File: config.mk
export PLATFORM = sky130hd
export DESIGN_NAME = rgba_to_icon_pixel_and_mask
export DESIGN_NICKNAME = d
export VERILOG_FILES = /design/src/design/rgba2icon_pkg.sv /design/src/design/rgba_to_icon_pixel_and_mask.sv
export SDC_FILE = /design/constraint.sdc
export NUM_CORES = 1
export LEC_CHECK = 0
export BUFFER_PORTS_ARGS = -buffer_cell sky130_fd_sc_hd__buf_2
export CORE_UTILIZATION = 56
export DETAILED_ROUTE_END_ITERATION = 8
export HOLD_SLACK_MARGIN = 0.05
export PLACE_DENSITY = 0.79
export SYNTH_ARGS = -nofsm -noshare
export SYNTH_HDL_FRONTEND = slang
export SYNTH_SLANG_ARGS = --single-unit
File: constraint.sdc
create_clock -name i_clk -period 6.3 [get_ports i_clk]
set_clock_uncertainty 0.15 [all_clocks]
set_input_delay 0 -clock i_clk [delete_from_list [all_inputs] [get_ports i_clk]]
set_output_delay 0 -clock i_clk [all_outputs]
set_load 0.01 [all_outputs]
File: src/design/rgba2icon_pkg.sv
// ============================================================================
// rgba2icon_pkg
// Shared types and constants for the RGBA to icon pixel and mask converter
// ============================================================================
package rgba2icon_pkg;

    localparam int MAX_DIMENSION  = 4096;
    localparam int MASK_WORD_BITS = 32;

    localparam int COMP_W    = 8;
    localparam int POS_W     = $clog2(MAX_DIMENSION);
    localparam int DIM_W     = POS_W + 1;
    localparam int BIT_IDX_W = $clog2(MASK_WORD_BITS);
    localparam int COLOUR_W  = 32;
    localparam int CFG_IDX_W = 3;
    localparam int CFG_W     = 13;

    localparam int IN_DATA_W  = 4 * COMP_W;
    localparam int OUT_DATA_W = COLOUR_W + COMP_W + MASK_WORD_BITS + 2 * POS_W;

    localparam logic [CFG_IDX_W-1:0] CFG_COLOUR_FORMAT = 3'd0;
    localparam logic [CFG_IDX_W-1:0] CFG_KEEP_ALPHA    = 3'd1;
    localparam logic [CFG_IDX_W-1:0] CFG_MASK_FORMAT   = 3'd2;
    localparam logic [CFG_IDX_W-1:0] CFG_IMAGE_WIDTH   = 3'd3;
    localparam logic [CFG_IDX_W-1:0] CFG_IMAGE_HEIGHT  = 3'd4;

    localparam logic [COMP_W-1:0] ALPHA_THRESHOLD = 8'h80;
    localparam logic [COMP_W-1:0] ALPHA_OPAQUE    = 8'hFF;

    typedef enum logic [1:0] {
        COLOUR_NONE   = 2'd0,
        COLOUR_RGB565 = 2'd1,
        COLOUR_BGR888 = 2'd2,
        COLOUR_BGRA   = 2'd3
    } t_colour_fmt;

    typedef enum logic [1:0] {
        MASK_NONE    = 2'd0,
        MASK_ONE_BIT = 2'd1,
        MASK_ALPHA   = 2'd2
    } t_mask_fmt;

    // last index of a dimension register, with 0 read as 1 and oversize clamped
    function automatic logic [POS_W-1:0] last_index(input logic [DIM_W-1:0] dim);
        logic [POS_W-1:0] res;
        if (dim == '0) begin
            res = '0;
        end else if (dim > DIM_W'(MAX_DIMENSION)) begin
            res = POS_W'(MAX_DIMENSION - 1);
        end else begin
            res = POS_W'(dim - DIM_W'(1));
        end
        return res;
    endfunction

endpackage

File: src/design/rgba_to_icon_pixel_and_mask.sv
// ============================================================================
// rgba_to_icon_pixel_and_mask
// Converts RGBA8888 pixels to a colour word, a mask value and a position
// ============================================================================
// Takes one RGBA pixel per clock in raster order while the result side does
// not stall, and returns one result beat per pixel from the result register.
// The pixel goes into an input register, the colour packing, mask bit and
// position logic sits between it and the result register, and the column,
// row and one-bit mask word advance as the pixel leaves the input register.
// The user must write configuration through the plain write port only while
// no pixel is in flight; the block itself does not enforce it. Position
// counters are not cleared by writes.
module rgba_to_icon_pixel_and_mask (
    input  logic                                   i_clk,
    input  logic                                   i_rst_n,
    input  logic                                   i_cfg_we,
    input  logic [rgba2icon_pkg::CFG_IDX_W-1:0]    i_cfg_index,
    input  logic [rgba2icon_pkg::CFG_W-1:0]        i_cfg_data,
    input  logic                                   i_s_tvalid,
    output logic                                   o_s_tready,
    // red, green, blue, alpha
    input  logic [rgba2icon_pkg::IN_DATA_W-1:0]    i_s_tdata,
    output logic                                   o_m_tvalid,
    input  logic                                   i_m_tready,
    // colour_value, mask_byte, mask_word, column, row
    output logic [rgba2icon_pkg::OUT_DATA_W-1:0]   o_m_tdata,
    // mask_word_ready
    output logic                                   o_m_tuser,
    // last_pixel
    output logic                                   o_m_tlast
);

    localparam int CW = rgba2icon_pkg::COMP_W;
    localparam int PW = rgba2icon_pkg::POS_W;
    localparam int MW = rgba2icon_pkg::MASK_WORD_BITS;

    rgba2icon_pkg::t_colour_fmt          r_colour_fmt;
    logic                                r_keep_alpha;
    rgba2icon_pkg::t_mask_fmt            r_mask_fmt;
    logic [rgba2icon_pkg::DIM_W-1:0]     r_width;
    logic [rgba2icon_pkg::DIM_W-1:0]     r_height;

    logic                                r_in_valid;
    logic [CW-1:0]                       r_red, r_green, r_blue, r_alpha;

    logic [PW-1:0]                       r_col, r_row;
    logic [MW-1:0]                       r_acc;

    logic                                r_out_valid;
    logic [rgba2icon_pkg::COLOUR_W-1:0]  r_colour;
    logic [CW-1:0]                       r_mask_byte;
    logic [MW-1:0]                       r_mask_word;
    logic                                r_word_ready;
    logic [PW-1:0]                       r_out_col, r_out_row;
    logic                                r_last;

    logic                                adv;
    logic                                row_end, last_row;
    logic [rgba2icon_pkg::BIT_IDX_W-1:0] bit_idx;
    logic [MW-1:0]                       acc_or;
    logic                                word_end;
    logic [rgba2icon_pkg::COLOUR_W-1:0]  n_colour;
    logic [CW-1:0]                       n_mask_byte;
    logic [MW-1:0]                       n_mask_word;
    logic                                n_word_ready;
    logic [MW-1:0]                       n_acc;
    logic [PW-1:0]                       n_col, n_row;
    logic [CW-1:0]                       top_byte;

    assign adv        = r_in_valid && (!r_out_valid || i_m_tready);
    assign o_s_tready = !r_in_valid || adv;

    // configuration
    always_ff @(posedge i_clk) begin
        if (!i_rst_n) begin
            r_colour_fmt <= rgba2icon_pkg::COLOUR_RGB565;
            r_keep_alpha <= 1'b0;
            r_mask_fmt   <= rgba2icon_pkg::MASK_ONE_BIT;
            r_width      <= rgba2icon_pkg::DIM_W'(1);
            r_height     <= rgba2icon_pkg::DIM_W'(1);
        end else if (i_cfg_we) begin
            case (i_cfg_index)
                rgba2icon_pkg::CFG_COLOUR_FORMAT: begin
                    r_colour_fmt <= rgba2icon_pkg::t_colour_fmt'(i_cfg_data[1:0]);
                end
                rgba2icon_pkg::CFG_KEEP_ALPHA: begin
                    r_keep_alpha <= i_cfg_data[0];
                end
                rgba2icon_pkg::CFG_MASK_FORMAT: begin
                    r_mask_fmt <= rgba2icon_pkg::t_mask_fmt'(i_cfg_data[1:0]);
                end
                rgba2icon_pkg::CFG_IMAGE_WIDTH: begin
                    r_width <= i_cfg_data;
                end
                rgba2icon_pkg::CFG_IMAGE_HEIGHT: begin
                    r_height <= i_cfg_data;
                end
                default: begin
                end
            endcase
        end
    end

    // input register
    always_ff @(posedge i_clk) begin
        if (!i_rst_n) begin
            r_in_valid <= 1'b0;
        end else if (o_s_tready) begin
            r_in_valid <= i_s_tvalid;
        end
    end

    always_ff @(posedge i_clk) begin
        if (i_s_tvalid && o_s_tready) begin
            r_red   <= i_s_tdata[CW-1:0];
            r_green <= i_s_tdata[2*CW-1:CW];
            r_blue  <= i_s_tdata[3*CW-1:2*CW];
            r_alpha <= i_s_tdata[4*CW-1:3*CW];
        end
    end

    // per-pixel logic
    always_comb begin
        row_end  = r_col >= rgba2icon_pkg::last_index(r_width);
        last_row = r_row >= rgba2icon_pkg::last_index(r_height);
        bit_idx  = r_col[rgba2icon_pkg::BIT_IDX_W-1:0];
        word_end = (&bit_idx) || row_end;
        acc_or   = r_acc;
        if (r_alpha >= rgba2icon_pkg::ALPHA_THRESHOLD) begin
            acc_or[bit_idx] = 1'b1;
        end

        top_byte = r_keep_alpha ? r_alpha : rgba2icon_pkg::ALPHA_OPAQUE;
        case (r_colour_fmt)
            rgba2icon_pkg::COLOUR_RGB565: begin
                n_colour = {16'd0, r_red[7:3], r_green[7:2], r_blue[7:3]};
            end
            rgba2icon_pkg::COLOUR_BGR888: begin
                n_colour = {8'd0, r_red, r_green, r_blue};
            end
            rgba2icon_pkg::COLOUR_BGRA: begin
                n_colour = {top_byte, r_red, r_green, r_blue};
            end
            default: begin
                n_colour = '0;
            end
        endcase

        n_mask_byte  = '0;
        n_mask_word  = '0;
        n_word_ready = 1'b0;
        n_acc        = r_acc;
        case (r_mask_fmt)
            rgba2icon_pkg::MASK_ONE_BIT: begin
                if (word_end) begin
                    n_mask_word  = acc_or;
                    n_word_ready = 1'b1;
                    n_acc        = '0;
                end else begin
                    n_acc = acc_or;
                end
            end
            rgba2icon_pkg::MASK_ALPHA: begin
                n_mask_byte = r_alpha;
            end
            default: begin
            end
        endcase

        if (row_end) begin
            n_col = '0;
            n_row = last_row ? '0 : r_row + PW'(1);
        end else begin
            n_col = r_col + PW'(1);
            n_row = r_row;
        end
    end

    // position and mask word state
    always_ff @(posedge i_clk) begin
        if (!i_rst_n) begin
            r_col <= '0;
            r_row <= '0;
            r_acc <= '0;
        end else if (adv) begin
            r_col <= n_col;
            r_row <= n_row;
            r_acc <= n_acc;
        end
    end

    // result register
    always_ff @(posedge i_clk) begin
        if (!i_rst_n) begin
            r_out_valid <= 1'b0;
        end else if (adv) begin
            r_out_valid <= 1'b1;
        end else if (i_m_tready) begin
            r_out_valid <= 1'b0;
        end
    end

    always_ff @(posedge i_clk) begin
        if (adv) begin
            r_colour     <= n_colour;
            r_mask_byte  <= n_mask_byte;
            r_mask_word  <= n_mask_word;
            r_word_ready <= n_word_ready;
            r_out_col    <= r_col;
            r_out_row    <= r_row;
            r_last       <= row_end && last_row;
        end
    end

    assign o_m_tvalid = r_out_valid;
    assign o_m_tdata  = {r_out_row, r_out_col, r_mask_word, r_mask_byte, r_colour};
    assign o_m_tuser  = r_word_ready;
    assign o_m_tlast  = r_last;

    // checks
    a_reset_clears_out: assert property (@(posedge i_clk)
        !i_rst_n |=> !o_m_tvalid)
        else $error("result valid after reset");

    a_word_zero_unless_ready: assert property (@(posedge i_clk) disable iff (!i_rst_n)
        (o_m_tvalid && !o_m_tuser) |-> (r_mask_word == '0))
        else $error("mask word set without ready");

    a_col_steps: assert property (@(posedge i_clk) disable iff (!i_rst_n)
        (adv && !row_end) |=> (r_col == $past(r_col) + PW'(1)))
        else $error("column did not advance");

    a_out_loaded: assert property (@(posedge i_clk) disable iff (!i_rst_n)
        adv |=> (o_m_tvalid && (r_out_col == $past(r_col))))
        else $error("result not loaded");

endmodule

==> results of run 1 <==
## cells in the final DEF, fill, tap and decap left out, types with 4 or more instances in the layout
cell type	netlist	final
sky130_fd_sc_hd__buf_2	1	152
sky130_fd_sc_hd__edfxtp_1	130	130
sky130_fd_sc_hd__a21oi_1	97	97
sky130_fd_sc_hd__dlygate4sd3_1	0	93
sky130_fd_sc_hd__nor2_1	92	92
sky130_fd_sc_hd__dfxtp_1	89	89
sky130_fd_sc_hd__nand2_1	84	84
sky130_fd_sc_hd__ha_1	32	32
sky130_fd_sc_hd__a21boi_0	29	29
sky130_fd_sc_hd__and2_1	24	24
sky130_fd_sc_hd__inv_1	25	24
sky130_fd_sc_hd__a22o_1	23	23
sky130_fd_sc_hd__clkbuf_16	0	22
sky130_fd_sc_hd__o21ai_0	21	21
sky130_fd_sc_hd__nor2b_1	16	16
sky130_fd_sc_hd__and3_1	14	14
sky130_fd_sc_hd__xor2_1	13	13
sky130_fd_sc_hd__nand3_1	12	12
sky130_fd_sc_hd__nor3_1	12	12
sky130_fd_sc_hd__xnor2_1	8	8
sky130_fd_sc_hd__clkbuf_1	35	7
sky130_fd_sc_hd__clkinv_2	0	6
sky130_fd_sc_hd__nand2b_1	5	5
sky130_fd_sc_hd__a21oi_2	5	5
sky130_fd_sc_hd__a21o_1	5	5
sky130_fd_sc_hd__nor4_1	4	4
sky130_fd_sc_hd__o21a_1	4	4
sky130_fd_sc_hd__nor4b_1	4	4
sky130_fd_sc_hd__nor3b_1	4	4
sky130_fd_sc_hd__nand4_1	4	4
sky130_fd_sc_hd__buf_4	0	4
## through the flow
| stage | area (um^2) | util | hold WS (ns) | total power, mW | setup WS (ns) |
|---|---|---|---|---|---|
| 2_1_floorplan | 9214 | - | -0.05113 | 1.770 | 1.623 |
| 5_1_grt | 11710 | 0.7319 | 0.05762 | 3.172 | 1.461 |
| 3_3_place_gp | 10120 | 0.6326 | 0.02631 | 1.853 | 2.030 |
| 6_report | 11710 | 0.7319 | 0.06507 | 3.072 | 1.818 |
| 4_1_cts | 11710 | 0.7319 | 0.05072 | 3.079 | 1.841 |
| 3_5_place_dp | 10120 | 0.6326 | 0.02809 | 1.859 | 1.866 |
## per-layer routing
metal,GRT usage,vias up
li1,-,3424
met1,0.3060,3282
met2,0.4380,240
met3,0.04428,59
met4,0.1088,0
met5,0,-
## cell families after synthesis
logic type | share of synthesized area
AND/OR/NAND/NOR | 0.1476
flip-flops | 0.6171
AO/OA/AOI/OAI | 0.1376
buffers and inverters | 0.03001
adder cells (fa/ha/maj) | 0.04454
XOR/XNOR | 0.01996
multiplexers | 0.003259
## worst max-delay path, stage by stage (launching register included)
cell and delay (ns):
sky130_fd_sc_hd__dfxtp_1 0.31, sky130_fd_sc_hd__inv_1 0.12, sky130_fd_sc_hd__ha_1 0.24, sky130_fd_sc_hd__nand3b_2 0.12
sky130_fd_sc_hd__or4_4 0.45, sky130_fd_sc_hd__or4_4 0.46, sky130_fd_sc_hd__or2_1 0.35, sky130_fd_sc_hd__o21ai_1 0.14
sky130_fd_sc_hd__ha_1 0.16, sky130_fd_sc_hd__nand4_1 0.16, sky130_fd_sc_hd__nor3_1 0.21, sky130_fd_sc_hd__inv_1 0.11
sky130_fd_sc_hd__o311ai_4 0.84, sky130_fd_sc_hd__o21ai_0 0.26, sky130_fd_sc_hd__a22o_1 0.29
## cell type report
type,count,area share
flip-flops and latches,219,0.4855
multi-input cells,546,0.2801
repair buffers,249,0.1470
clock buffers,30,0.05043
well taps,216,0.02308
inverters,25,0.008227
clock inverters,10,0.005663
## power by group through the flow
stage | Clock (mW) | Combinational [mW] | Sequential (mW)
floorplan | 0 | 0.134 | 1.64
global placement | 0 | 0.233 | 1.62
detailed placement | 0 | 0.238 | 1.62
CTS | 1.21 | 0.279 | 1.59
global route | 1.26 | 0.313 | 1.60
finish | 1.20 | 0.284 | 1.59
## flip-flops by register name, indices dropped and copies added, names as in the netlist, 13 cells and up
name,flops
r_height,13
r_mask_word,32
r_acc,32
r_width,13
r_colour,32
## worst paths after layout
| check | from | end | cells past startpoint |
|---|---|---|---|
| worst max-delay path | r_width[0] | r_row[2] | 14 |
| worst min-delay path | i_s_tdata[27] | r_alpha[3] | 2 |
| worst max register to register | r_width[0] | r_row[2] | 14 |
| worst min register to register | r_acc[8] | r_acc[8] | 2 |
==> flow_results.org, run 1 <==
** Outcome
- The flow ran to the end, and the final reports show no timing, DRC or antenna violations.

** Timing
- Relative slew slack :: 0.2071
- Final setup TNS :: 0 ns
- Static timing analysis puts the maximum clock frequency at 223.1 MHz.
- Final setup violation count :: 0
- The final max-slew violation count was 0.
- Period minus WS final :: 4.482 ns
- At the pin with the least slew margin, the transition time is 1.187 ns.
- Of the available clock period, the critical path in the final layout requires 0.7114.
- Setup repair after global routing left no endpoint under its margin.
- The final hold violation count is 0.

** Synth
- Area share of the largest cell type after synthesis :: 0.4237
- After synthesis, the cell types taking the most area are sky130_fd_sc_hd__edfxtp_1 (42%), sky130_fd_sc_hd__dfxtp_1 (19%), sky130_fd_sc_hd__a21oi_1 (5.3%), sky130_fd_sc_hd__ha_1 (4.3%), sky130_fd_sc_hd__nor2_1 (3.7%).
- The number of nets handed over by synthesis was approximately 900.
- Primary FF master, synth :: sky130_fd_sc_hd__edfxtp_1
- Of all cell types, the one taking the most synthesized area is sky130_fd_sc_hd__edfxtp_1.
- The share of the Yosys chip area taken by registers is 0.6171.
- Synthesized instance count :: 834
- For this run, asynchronously set or reset flops after synthesis account for 0.
- Library cells used by synthesis :: 51
- Count of yosys warnings during synthesis :: 0
- In this run, synthesis produced a sequential element count of 219.
- In this run, synthesis inferred 130 flip-flops with an integrated enable.
- Most frequent cell after synthesis :: sky130_fd_sc_hd__edfxtp_1
- In this run the cell area of the synthesized design comes to approximately 9200 um^2.
- Commonest cells post-synth :: sky130_fd_sc_hd__edfxtp_1 (130), sky130_fd_sc_hd__a21oi_1 (97), sky130_fd_sc_hd__nor2_1 (92), sky130_fd_sc_hd__dfxtp_1 (89), sky130_fd_sc_hd__nand2_1 (84)
- Post-Synthesis Mean Instance Area :: ~11 um^2

** Layout
- From synthesis to final layout, the design area changed by 27.09%.
- Once layout is complete, the cells apart from fillers number 1295.
- After the last flow step, the layout net total stands at roughly 1100.
- Share of cells above drive strength 1 :: 0.1872
- In the final layout, flip-flops and latches occupy 5685 um^2.
- Total inserted antenna cells :: 0
- Number of fill cells in the layout :: 1125
- The multi-input combinational cells in the finished layout cover a total of between 3000 and 4000 um^2.

** Routing
- After detailed routing, the met3 layer carries 1212 um of wire.
- Antenna-violating nets left :: 0
- Met2 wire length :: approximately 10000 um
- Post-detailed-route DRC marker count :: 0
- Post-detailed-route via-to-cell ratio :: 5.409
- Average wire length per cell after detail routing :: 16.38 um
- The detailed router put a total of 8945 um of wire on met1.
- Violation count after the first detailed-routing iteration :: 453
- The detailed router placed 7005 vias in this run.
- Signal routing reaches up to met4.
- For this run, the detailed router's first-pass iteration total came to 5.
- Final WL :: ~21000 um

** CTS
- TritonCTS built the clock tree.
- Buffers inserted to repair hold after CTS numbered 93.
- Number of gates given a new drive strength after cts :: 0
- Post-CTS setup buffer count :: 0
- The clock passes through at most 3 buffers.
- After clock tree synthesis, the clock-pin slew on the worst setup and hold paths is 0.06 ns.
- In this run the number of H-tree levels came out at 1.
- Clock tree synthesis inserted a total of 22 buffers.
- The clock reaches the later pin of the worst-skew pair after about 0.5 ns.
- CTS placed an instance of sky130_fd_sc_hd__clkbuf_16 at the clock tree root.
- Clock sink count :: 219

** Worst setup path
- STA classifies the critical path endpoint as a flop.
- Worst-path fanout max :: 23
- STA puts the critical path data arrival time at 4.73 ns.
- Kind of launch point of the worst setup path :: flop
- The critical path is of the flop to flop type.
- Reg2reg setup slack :: 1.82 ns
- Data on the critical path is required at its endpoint by 6.55 ns.

** Flow run
- Across the run, the number of max-cap violations was 0.

** Global routing
- GRT Util Overall :: 0.2513
- Vias in the first global route :: 6699
- Antenna violations before repair :: 0
- Maximum number of pins on one net before global-route repair :: 58
- Global-route wire length before repair :: between 30000 and 40000 um
- Global routing finished with a remaining overflow of 0.

** Placed design
- Number of placed instances with taps included :: 1162
- # port buffers :: 152
- Final weighted congestion in routability-driven placement :: around 0.83
- Placed wire-length estimate :: 12330 um

** Pwr
- Across the VDD grid, the largest voltage drop is approximately 0.27 mV.
- P_leak :: about 4.7 nW
- Of the total power, the share spent switching nets is 0.2358.
- Of the total power, combinational logic draws 0.093.
- The share of total power dissipated in sequential elements is 0.518.
- Internal power comes to 2.348 mW.
- Pwr per Cell Area :: 262.4 nW/um^2
- Of the total power, the clock network draws 0.389.
- The analysis attributes to net switching a power of 0.7244 mW.

** Min path
- Class of the most critical hold timing path :: primary input to flop

** Floorplanning
- Num ports :: between 150 and 200
- Placement row count :: 46
- The die is 130.3 um wide.
- Floorplan die area :: 16970 um^2
- From bottom edge to top edge, the die measures 130.3 um.
- Core footprint :: 16000 um^2
- Initial Util :: 0.5759
Power figures use the tool's default switching activity.
==> run 2: changes to the inputs <==
clock period = 4.7 ns   (was 6.3 ns; I/O delays follow)
==> flow_results.org, run 2 (synthesized netlist as in run 1, its figures left out) <==
** Floorplanning
- The starting density of the core is 0.5759 (unchanged).
- Placement row count :: 46 (unchanged)
- Die X :: 130.3 um (unchanged)
- Floorplan die area :: 16970 um^2 (unchanged)
- Core footprint :: 16000 um^2 (unchanged)
- Y dimension of the die :: 130.3 um (unchanged)
- The top-level port count was 153 (unchanged).

** Placed design
- The placer's final routability congestion estimate was 0.8149 (-1.5%).
- The number of buffers inserted by port buffering is 152 (unchanged).
- The detailed placement HPWL was 12330 um (about the same).

** Pwr
- The leakage component of the power is 4.729 nW (about the same).
- The internal power contribution was 3.214 mW (+37%).
- The maximum VDD drop came to 0.2977 mV (+8.4%).
- Part of the total power dissipated in combinational logic :: 0.091 (-0.002)
- The share of total power in sequential cells was 0.512 (-0.006).
- The power density of the placed cells is 356.7 nW/um^2 (+36%).
- Portion of total power attributed to the clock network :: 0.397 (+0.008)
- Switching power summed over all nets :: 0.9530 mW (+32%)
- The switching share of power was 0.2287 (-0.007107).

** Routing
- Post-detailed-route DRC marker count :: 0 (unchanged)
- The mean number of vias per cell is 5.384 (-0.46%).
- The count of antenna-violating nets left after detailed routing is 0 (unchanged).
- Average wire length per cell after detail routing :: 16.07 um (-1.9%)
- Final WL :: 20750 um (-2.2%)
- The violation count after the first detailed-routing iteration was 413 (-8.8%).
- The iteration count of the initial detailed-routing pass came to 5 (unchanged).
- Total via count after detailed routing :: 6951 (-0.77%)

** Worst setup path
- Required time reported for the critical path endpoint :: 4.92 ns (-1.63 ns)
- Kind of end point of the critical path :: flop
- Worst-path fanout max :: 32 (+39%)
- The arrival time at the worst endpoint came to 4.62 ns (-0.11 ns).
- The worst setup path is launched from a flop.
- Start-to-end type of the worst setup path :: flop to flop

** Timing
- Max Clock Freq :: 227.3 MHz (+1.9%)
- The shortest clock period the worst path allows after layout was 4.400 ns (-0.08162 ns).
- Final count of pins violating max slew :: 0 (unchanged)
- Setup repair after global routing left no endpoint under its margin.
- The final hold violation count came to 0 (unchanged).
- The slew at the pin with the worst max-slew slack was 1.206 ns (+0.01897 ns).
- Final setup violation count :: 0 (unchanged)
- Final setup TNS :: 0 ns (unchanged)
- Relative slew slack :: 0.1944 (-0.01268)
- The worst hold slack was 0.06955 ns (+0.004487 ns).
- Part of the cycle the worst path needs :: 0.9362 (+0.2248)

** Layout
- The final core utilization was 0.7301 (-0.001720).
- The largest registers in the layout are r_acc: 32 flops, r_colour: 32 flops, r_mask_word: 32 flops.
- Highest-count cells in the layout ignoring fill and taps :: sky130_fd_sc_hd__buf_2 (152), sky130_fd_sc_hd__edfxtp_1 (130), sky130_fd_sc_hd__a21oi_1 (97)
- Most frequent standard cell in the layout excluding fill and tap cells :: sky130_fd_sc_hd__buf_2
- The antenna diode count came to 0 (unchanged).
- The fraction of final layout cells with drive strength greater than 1 was 0.1907 (+0.003487).
- The number of nets in the final layout was 1144 (-0.35%).
- Synth-to-layout area growth :: 26.79%

** Flow run
- The count of maximum capacitance violations is 0 (unchanged).

** CTS
- Clock sink count :: 219 (unchanged)
- The deepest level of the CTS H-tree came to 1 (unchanged).
- The insertion delay of the later-clocked pin in the worst-skew pair is 0.50 ns (about the same).
- Post-CTS setup buffer count :: 0 (unchanged)
- TritonCTS built the clock tree.
- Buffer cell driving the clock tree root :: sky130_fd_sc_hd__clkbuf_16
- Largest buffer count on any clock path :: 3 (unchanged)
- Num CTS Buffers :: 22 (unchanged)
- The clock transition time at the flip-flop clock pins of the worst setup and hold paths came to 0.07 ns (about the same).

** Global routing
- The global-route wire length before repair came to 32660 um (-1.3%).
- Antenna violations before repair :: 0 (unchanged)
- Maximum number of pins on one net before global-route repair :: 61 (+5.2%)
- The total congestion overflow came to 0 (unchanged).
- Vias in the first global route :: 6531 (-2.5%)
- The all-layer global routing usage is 0.2480 (-0.003304).

** Min path
- Class of the most critical hold timing path :: primary input to flop

** Outcome
- Run status :: completed
## run 2: power groups by stage
stage                     logic, mW  clock network [mW]  registers (mW)
final                         0.379                1.66            2.13
after detailed placement      0.323                   0            2.17
after CTS                     0.374                1.69            2.13
after floorplan               0.180                   0            2.19
after global placement        0.316                   0            2.17
after global routing          0.415                1.76            2.14
## run 2: final cells by class
cell class | count | area [um^2]
sequential | 219 | 5685
fill | 1140 | 4318
multi-input combinational | 546 | 3269
timing repair buffer | 245 | 1674
clock buffer | 30 | 600.6
tap | 216 | 270.3
inverter | 25 | 96.34
clock inverter | 10 | 86.33
## run 2: path summary, 6_finish.rpt
| kind | from | slack [ns] | cells past startpoint | to |
|---|---|---|---|---|
| min reg2reg | r_acc[18] | 0.32 | 2 | r_acc[18] |
| max reg2reg | r_width[0] | 0.30 | 15 | r_acc[3] |
| max | r_width[0] | 0.30 | 15 | r_acc[3] |
| min | i_s_tdata[17] | 0.07 | 2 | r_blue[1] |
## run 2: critical path, stage by stage, from the launching register on
cell and delay [ns]:
sky130_fd_sc_hd__dfxtp_1 0.31, sky130_fd_sc_hd__inv_1 0.11, sky130_fd_sc_hd__ha_1 0.23, sky130_fd_sc_hd__nand3b_2 0.13, sky130_fd_sc_hd__or4_4 0.46, sky130_fd_sc_hd__or4_4 0.46, sky130_fd_sc_hd__or2_1 0.36, sky130_fd_sc_hd__o21ai_1 0.13
sky130_fd_sc_hd__ha_1 0.15, sky130_fd_sc_hd__nand4_1 0.15, sky130_fd_sc_hd__nor3_1 0.24, sky130_fd_sc_hd__inv_1 0.10, sky130_fd_sc_hd__o21ai_0 0.66, sky130_fd_sc_hd__a2bb2oi_2 0.18, sky130_fd_sc_hd__buf_4 0.32, sky130_fd_sc_hd__nor2_1 0.10
## run 2: through the flow
stage               instance area [um^2]  std cells  worst slack, ns  power, mW
global placement                   10130       1165           0.4487      2.487
floorplan                           9214        834          0.02291      2.372
detailed placement                 10130       1165           0.3602      2.496
global route                       11680       1291          0.03519      4.314
CTS                                11680       1291           0.3451      4.192
finish                             11680       1291           0.3000      4.167
## run 2: layer usage
metal	vias up	GRT usage	wire, um	part of all wire
met5	-	0	0	0
met3	40	0.04838	1318	0.064
li1	3418	-	-	-
met2	238	0.4321	10280	0.50
met1	3255	0.3060	8624	0.42
met4	0	0.08960	530	0.026
## run 2: repair_timing
action,CTS,global route
hold buffers,86,0
gates resized for setup,0,0
hold endpoints to repair,68,0
==> run 3: changes to the inputs <==
GPL_TIMING_DRIVEN = 0   (was not set)
==> flow_results.org, run 3 (synthesized netlist as in run 1, its figures left out) <==
** Pwr
- The power density of the placed cells came to 359.5 nW/um^2 (+0.77%).
- The maximum VDD drop is 0.2850 mV (-4.3%).
- P_leak :: 4.827 nW (+2.1%)

** CTS
- The deepest level of the CTS H-tree is 1 (unchanged).
- The number of buffers created by CTS is 23 (+4.5%).
- Reg clk slew, reported paths :: 0.06 ns (about the same)
- Post-CTS setup buffer count :: 0 (unchanged)
- Largest buffer count on any clock path :: 3 (unchanged)
- Clock insertion delay at the later pin of the skew report :: 0.51 ns (about the same)
- Clock tree from TritonCTS :: done
- The tree is rooted in a sky130_fd_sc_hd__clkbuf_16.
- Clock sink count :: 219 (unchanged)

** Layout
- The top cell types in the final layout, fill and taps aside, are sky130_fd_sc_hd__buf_2 (153), sky130_fd_sc_hd__edfxtp_1 (130), sky130_fd_sc_hd__a21oi_1 (97).
- Share of cells above drive strength 1 :: 0.1910 (+0.0003337)
- Most frequent standard cell in the layout excluding fill and tap cells :: sky130_fd_sc_hd__buf_2
- Largest registers :: r_acc: 32 flops, r_colour: 32 flops, r_mask_word: 32 flops
- Net count, final :: 1183 (+3.4%)
- The antenna diode count came to 0 (unchanged).
- The area growth from synthesis to layout is 29.58%.

** Outcome
- The flow ran to the end, and the final reports show no timing, DRC or antenna violations.

** Min path
- Worst min-delay path endpoint :: r_alpha[5]
- The startpoint identified for the worst hold timing path is i_s_tdata[29].
- The min-delay analysis places its worst path in the category primary input to flop.
- The number of cells traversed by the worst hold path is 2 (unchanged).

** Timing
- The setup slack after layout came to 0.2686 ns (-0.03136 ns).
- Final count of pins violating max slew :: 0 (unchanged)
- Final hold violation count :: 0 (unchanged)
- Setup repair after global routing left no endpoint under its margin.
- Worst Tran Pin Value :: 0.8664 ns (-0.3395 ns)
- Relative slew slack :: 0.4211 (+0.2268)
- Final setup TNS :: 0 ns (unchanged)
- The timing-limited maximum frequency came to 225.7 MHz (-0.71%).
- Period minus WS final :: 4.431 ns (+0.03136 ns)
- Part of the cycle the worst path needs :: 0.9428 (+0.006672)
- The final setup violation count was 0 (unchanged).

** Floorplanning
- Floorplan die area :: 16970 um^2 (unchanged)
- The vertical die dimension came to 130.3 um (unchanged).
- Die X :: 130.3 um (unchanged)
- The top-level port count was 153 (unchanged).
- Initial Util :: 0.5759 (unchanged)
- Core footprint :: 16000 um^2 (unchanged)
- The standard-cell row count was 46 (unchanged).

** Worst setup path
- In this run the critical register-to-register path is launched from r_width[0].
- By startpoint and endpoint, the worst setup path is classified as flop to flop.
- Data arrival at the endpoint of the critical path :: 4.52 ns (-0.10 ns)
- Kind of launch point of the worst setup path :: flop
- The worst register-to-register path ends at r_mask_word[11].
- Required time reported for the critical path endpoint :: 4.79 ns (-0.13 ns)
- The flop-to-flop setup slack came to 0.27 ns (-0.03 ns).
- Number of cells on the worst reg-to-reg path :: 16 (+1)
- The highest fanout seen on the critical path came to 10 (-69%).
- STA classifies the critical path endpoint as a flop.

** Routing
- Post-detailed-route DRC marker count :: 0 (unchanged)
- Number of iterations in the first detailed-routing pass :: 5 (unchanged)
- Post-detailed-route via-to-cell ratio :: 5.349 (-0.65%)
- The count of antenna-violating nets left after detailed routing is 0 (unchanged).
- The number of vias after detailed routing came to 7120 (+2.4%).
- The total detailed-routing wirelength is 21120 um (+1.8%).
- The violation count after the first detailed-routing iteration came to 453 (+9.7%).
- Average wire length per cell after detail routing :: 15.86 um (-1.3%)

** Global routing
- Global-route wire length before repair :: 33180 um (+1.6%)
- Maximum number of pins on one net before global-route repair :: 60 (-1.6%)
- Vias in the first global route :: 6738 (+3.2%)
- The initial antenna violation count was 0 (unchanged).
- GRT Util Overall :: 0.2518 (+0.003821)
- The total congestion overflow is 0 (unchanged).

** Flow run
- The count of maximum capacitance violations is 0 (unchanged).

** Placed design
- The detailed placement HPWL came to 13000 um (+5.4%).
- # port buffers :: 152 (unchanged)
- Final weighted congestion in routability-driven placement :: 0.8373 (+2.7%)
- Worst-case setup slack after placement :: -0.3819 ns (-0.7421 ns)
==> run 3: changes by cell type in the layout (fill, tap and decap cells not counted), sizes merged <==
cell	before	now
inv	27	26
buf	159	162
clkinv	7	8
clkbuf	30	63
clkinvlp	0	5
dlygate4sd3	86	85
==> run 3: worst max-delay path by stage <==
stage | slack, ns | cells after the start | to | start
2_1_floorplan | 0.02 | 7 | r_col[8] | o_m_tvalid
3_3_place_gp | -1.36 | 8 | r_acc[14] | o_m_tvalid
3_5_place_dp | -0.38 | 16 | r_row[10] | r_width[0]
4_1_cts | 0.1 | 16 | r_row[8] | r_width[0]
5_1_grt | 0.02 | 15 | r_row[8] | r_width[0]
6_report | 0.27 | 16 | r_mask_word[11] | r_width[0]
==> run 3: critical path, stage by stage (launching register included) <==
cell	delay, ns
sky130_fd_sc_hd__dfxtp_1	0.32
sky130_fd_sc_hd__inv_1	0.14
sky130_fd_sc_hd__ha_1	0.24
sky130_fd_sc_hd__nand3b_2	0.12
sky130_fd_sc_hd__or4_4	0.46
sky130_fd_sc_hd__or4_4	0.46
sky130_fd_sc_hd__or2_1	0.23
sky130_fd_sc_hd__buf_6	0.14
sky130_fd_sc_hd__a21oi_2	0.12
sky130_fd_sc_hd__ha_1	0.25
sky130_fd_sc_hd__a21oi_1	0.14
sky130_fd_sc_hd__o21ai_0	0.16
sky130_fd_sc_hd__a21oi_1	0.24
sky130_fd_sc_hd__o21ai_2	0.15
sky130_fd_sc_hd__o21ai_2	0.30
sky130_fd_sc_hd__clkbuf_1	0.39
sky130_fd_sc_hd__nor2_1	0.13
==> run 3: where the power goes <==
| part | leakage [nW] | switching (mW) | total [mW] | internal, mW |
|---|---|---|---|---|
| Sequential | 1.96 | 0.0298 | 2.13 | 2.10 |
| Clock | 0.357 | 0.760 | 1.76 | 1.00 |
| Combinational | 2.51 | 0.232 | 0.397 | 0.165 |
| Total | 4.83 | 1.02 | 4.29 | 3.27 |
==> run 3: cell type report <==
| class | count | area, um^2 |
|---|---|---|
| flip-flops and latches | 219 | 5685 |
| fillers | 1144 | 4061 |
| multi-input cells | 546 | 3283 |
| repair buffers | 239 | 1667 |
| clock buffers | 27 | 610.6 |
| well taps | 216 | 270.3 |
| plain buffers | 44 | 187.7 |
| clock inverters | 15 | 141.4 |
| inverters | 25 | 93.84 |
==> run 3: metal layers <==
| layer | GRT usage | part of all wire |
|---|---|---|
| met5 | 0 | 0 |
| met2 | 0.4393 | 0.49 |
| met4 | 0.1026 | 0.034 |
| met1 | 0.3086 | 0.41 |
| met3 | 0.04469 | 0.062 |
==> run 3: through the flow <==
step / std cells / hold WS, ns / power, mW / util / area, um^2
floorplan: 834 / -0.05113 / 2.372 / - / 9214
global placement: 1202 / 0.02671 / 2.492 / 0.6403 / 10240
detailed placement: 1204 / 0.02809 / 2.499 / 0.6440 / 10300
CTS: 1330 / 0.05004 / 4.290 / 0.7440 / 11900
global route: 1331 / 0.05615 / 4.433 / 0.7462 / 11940
finish: 1331 / 0.06114 / 4.292 / 0.7462 / 11940
==> run 3: repair_timing <==
| item | in CTS | in global routing |
|---|---|---|
| setup endpoints to repair | 30 | 77 |
| pin swaps | 0 | 0 |
| hold endpoints to repair | 67 | 1 |
| resized for setup | 3 | 6 |
| hold buffers | 84 | 1 |
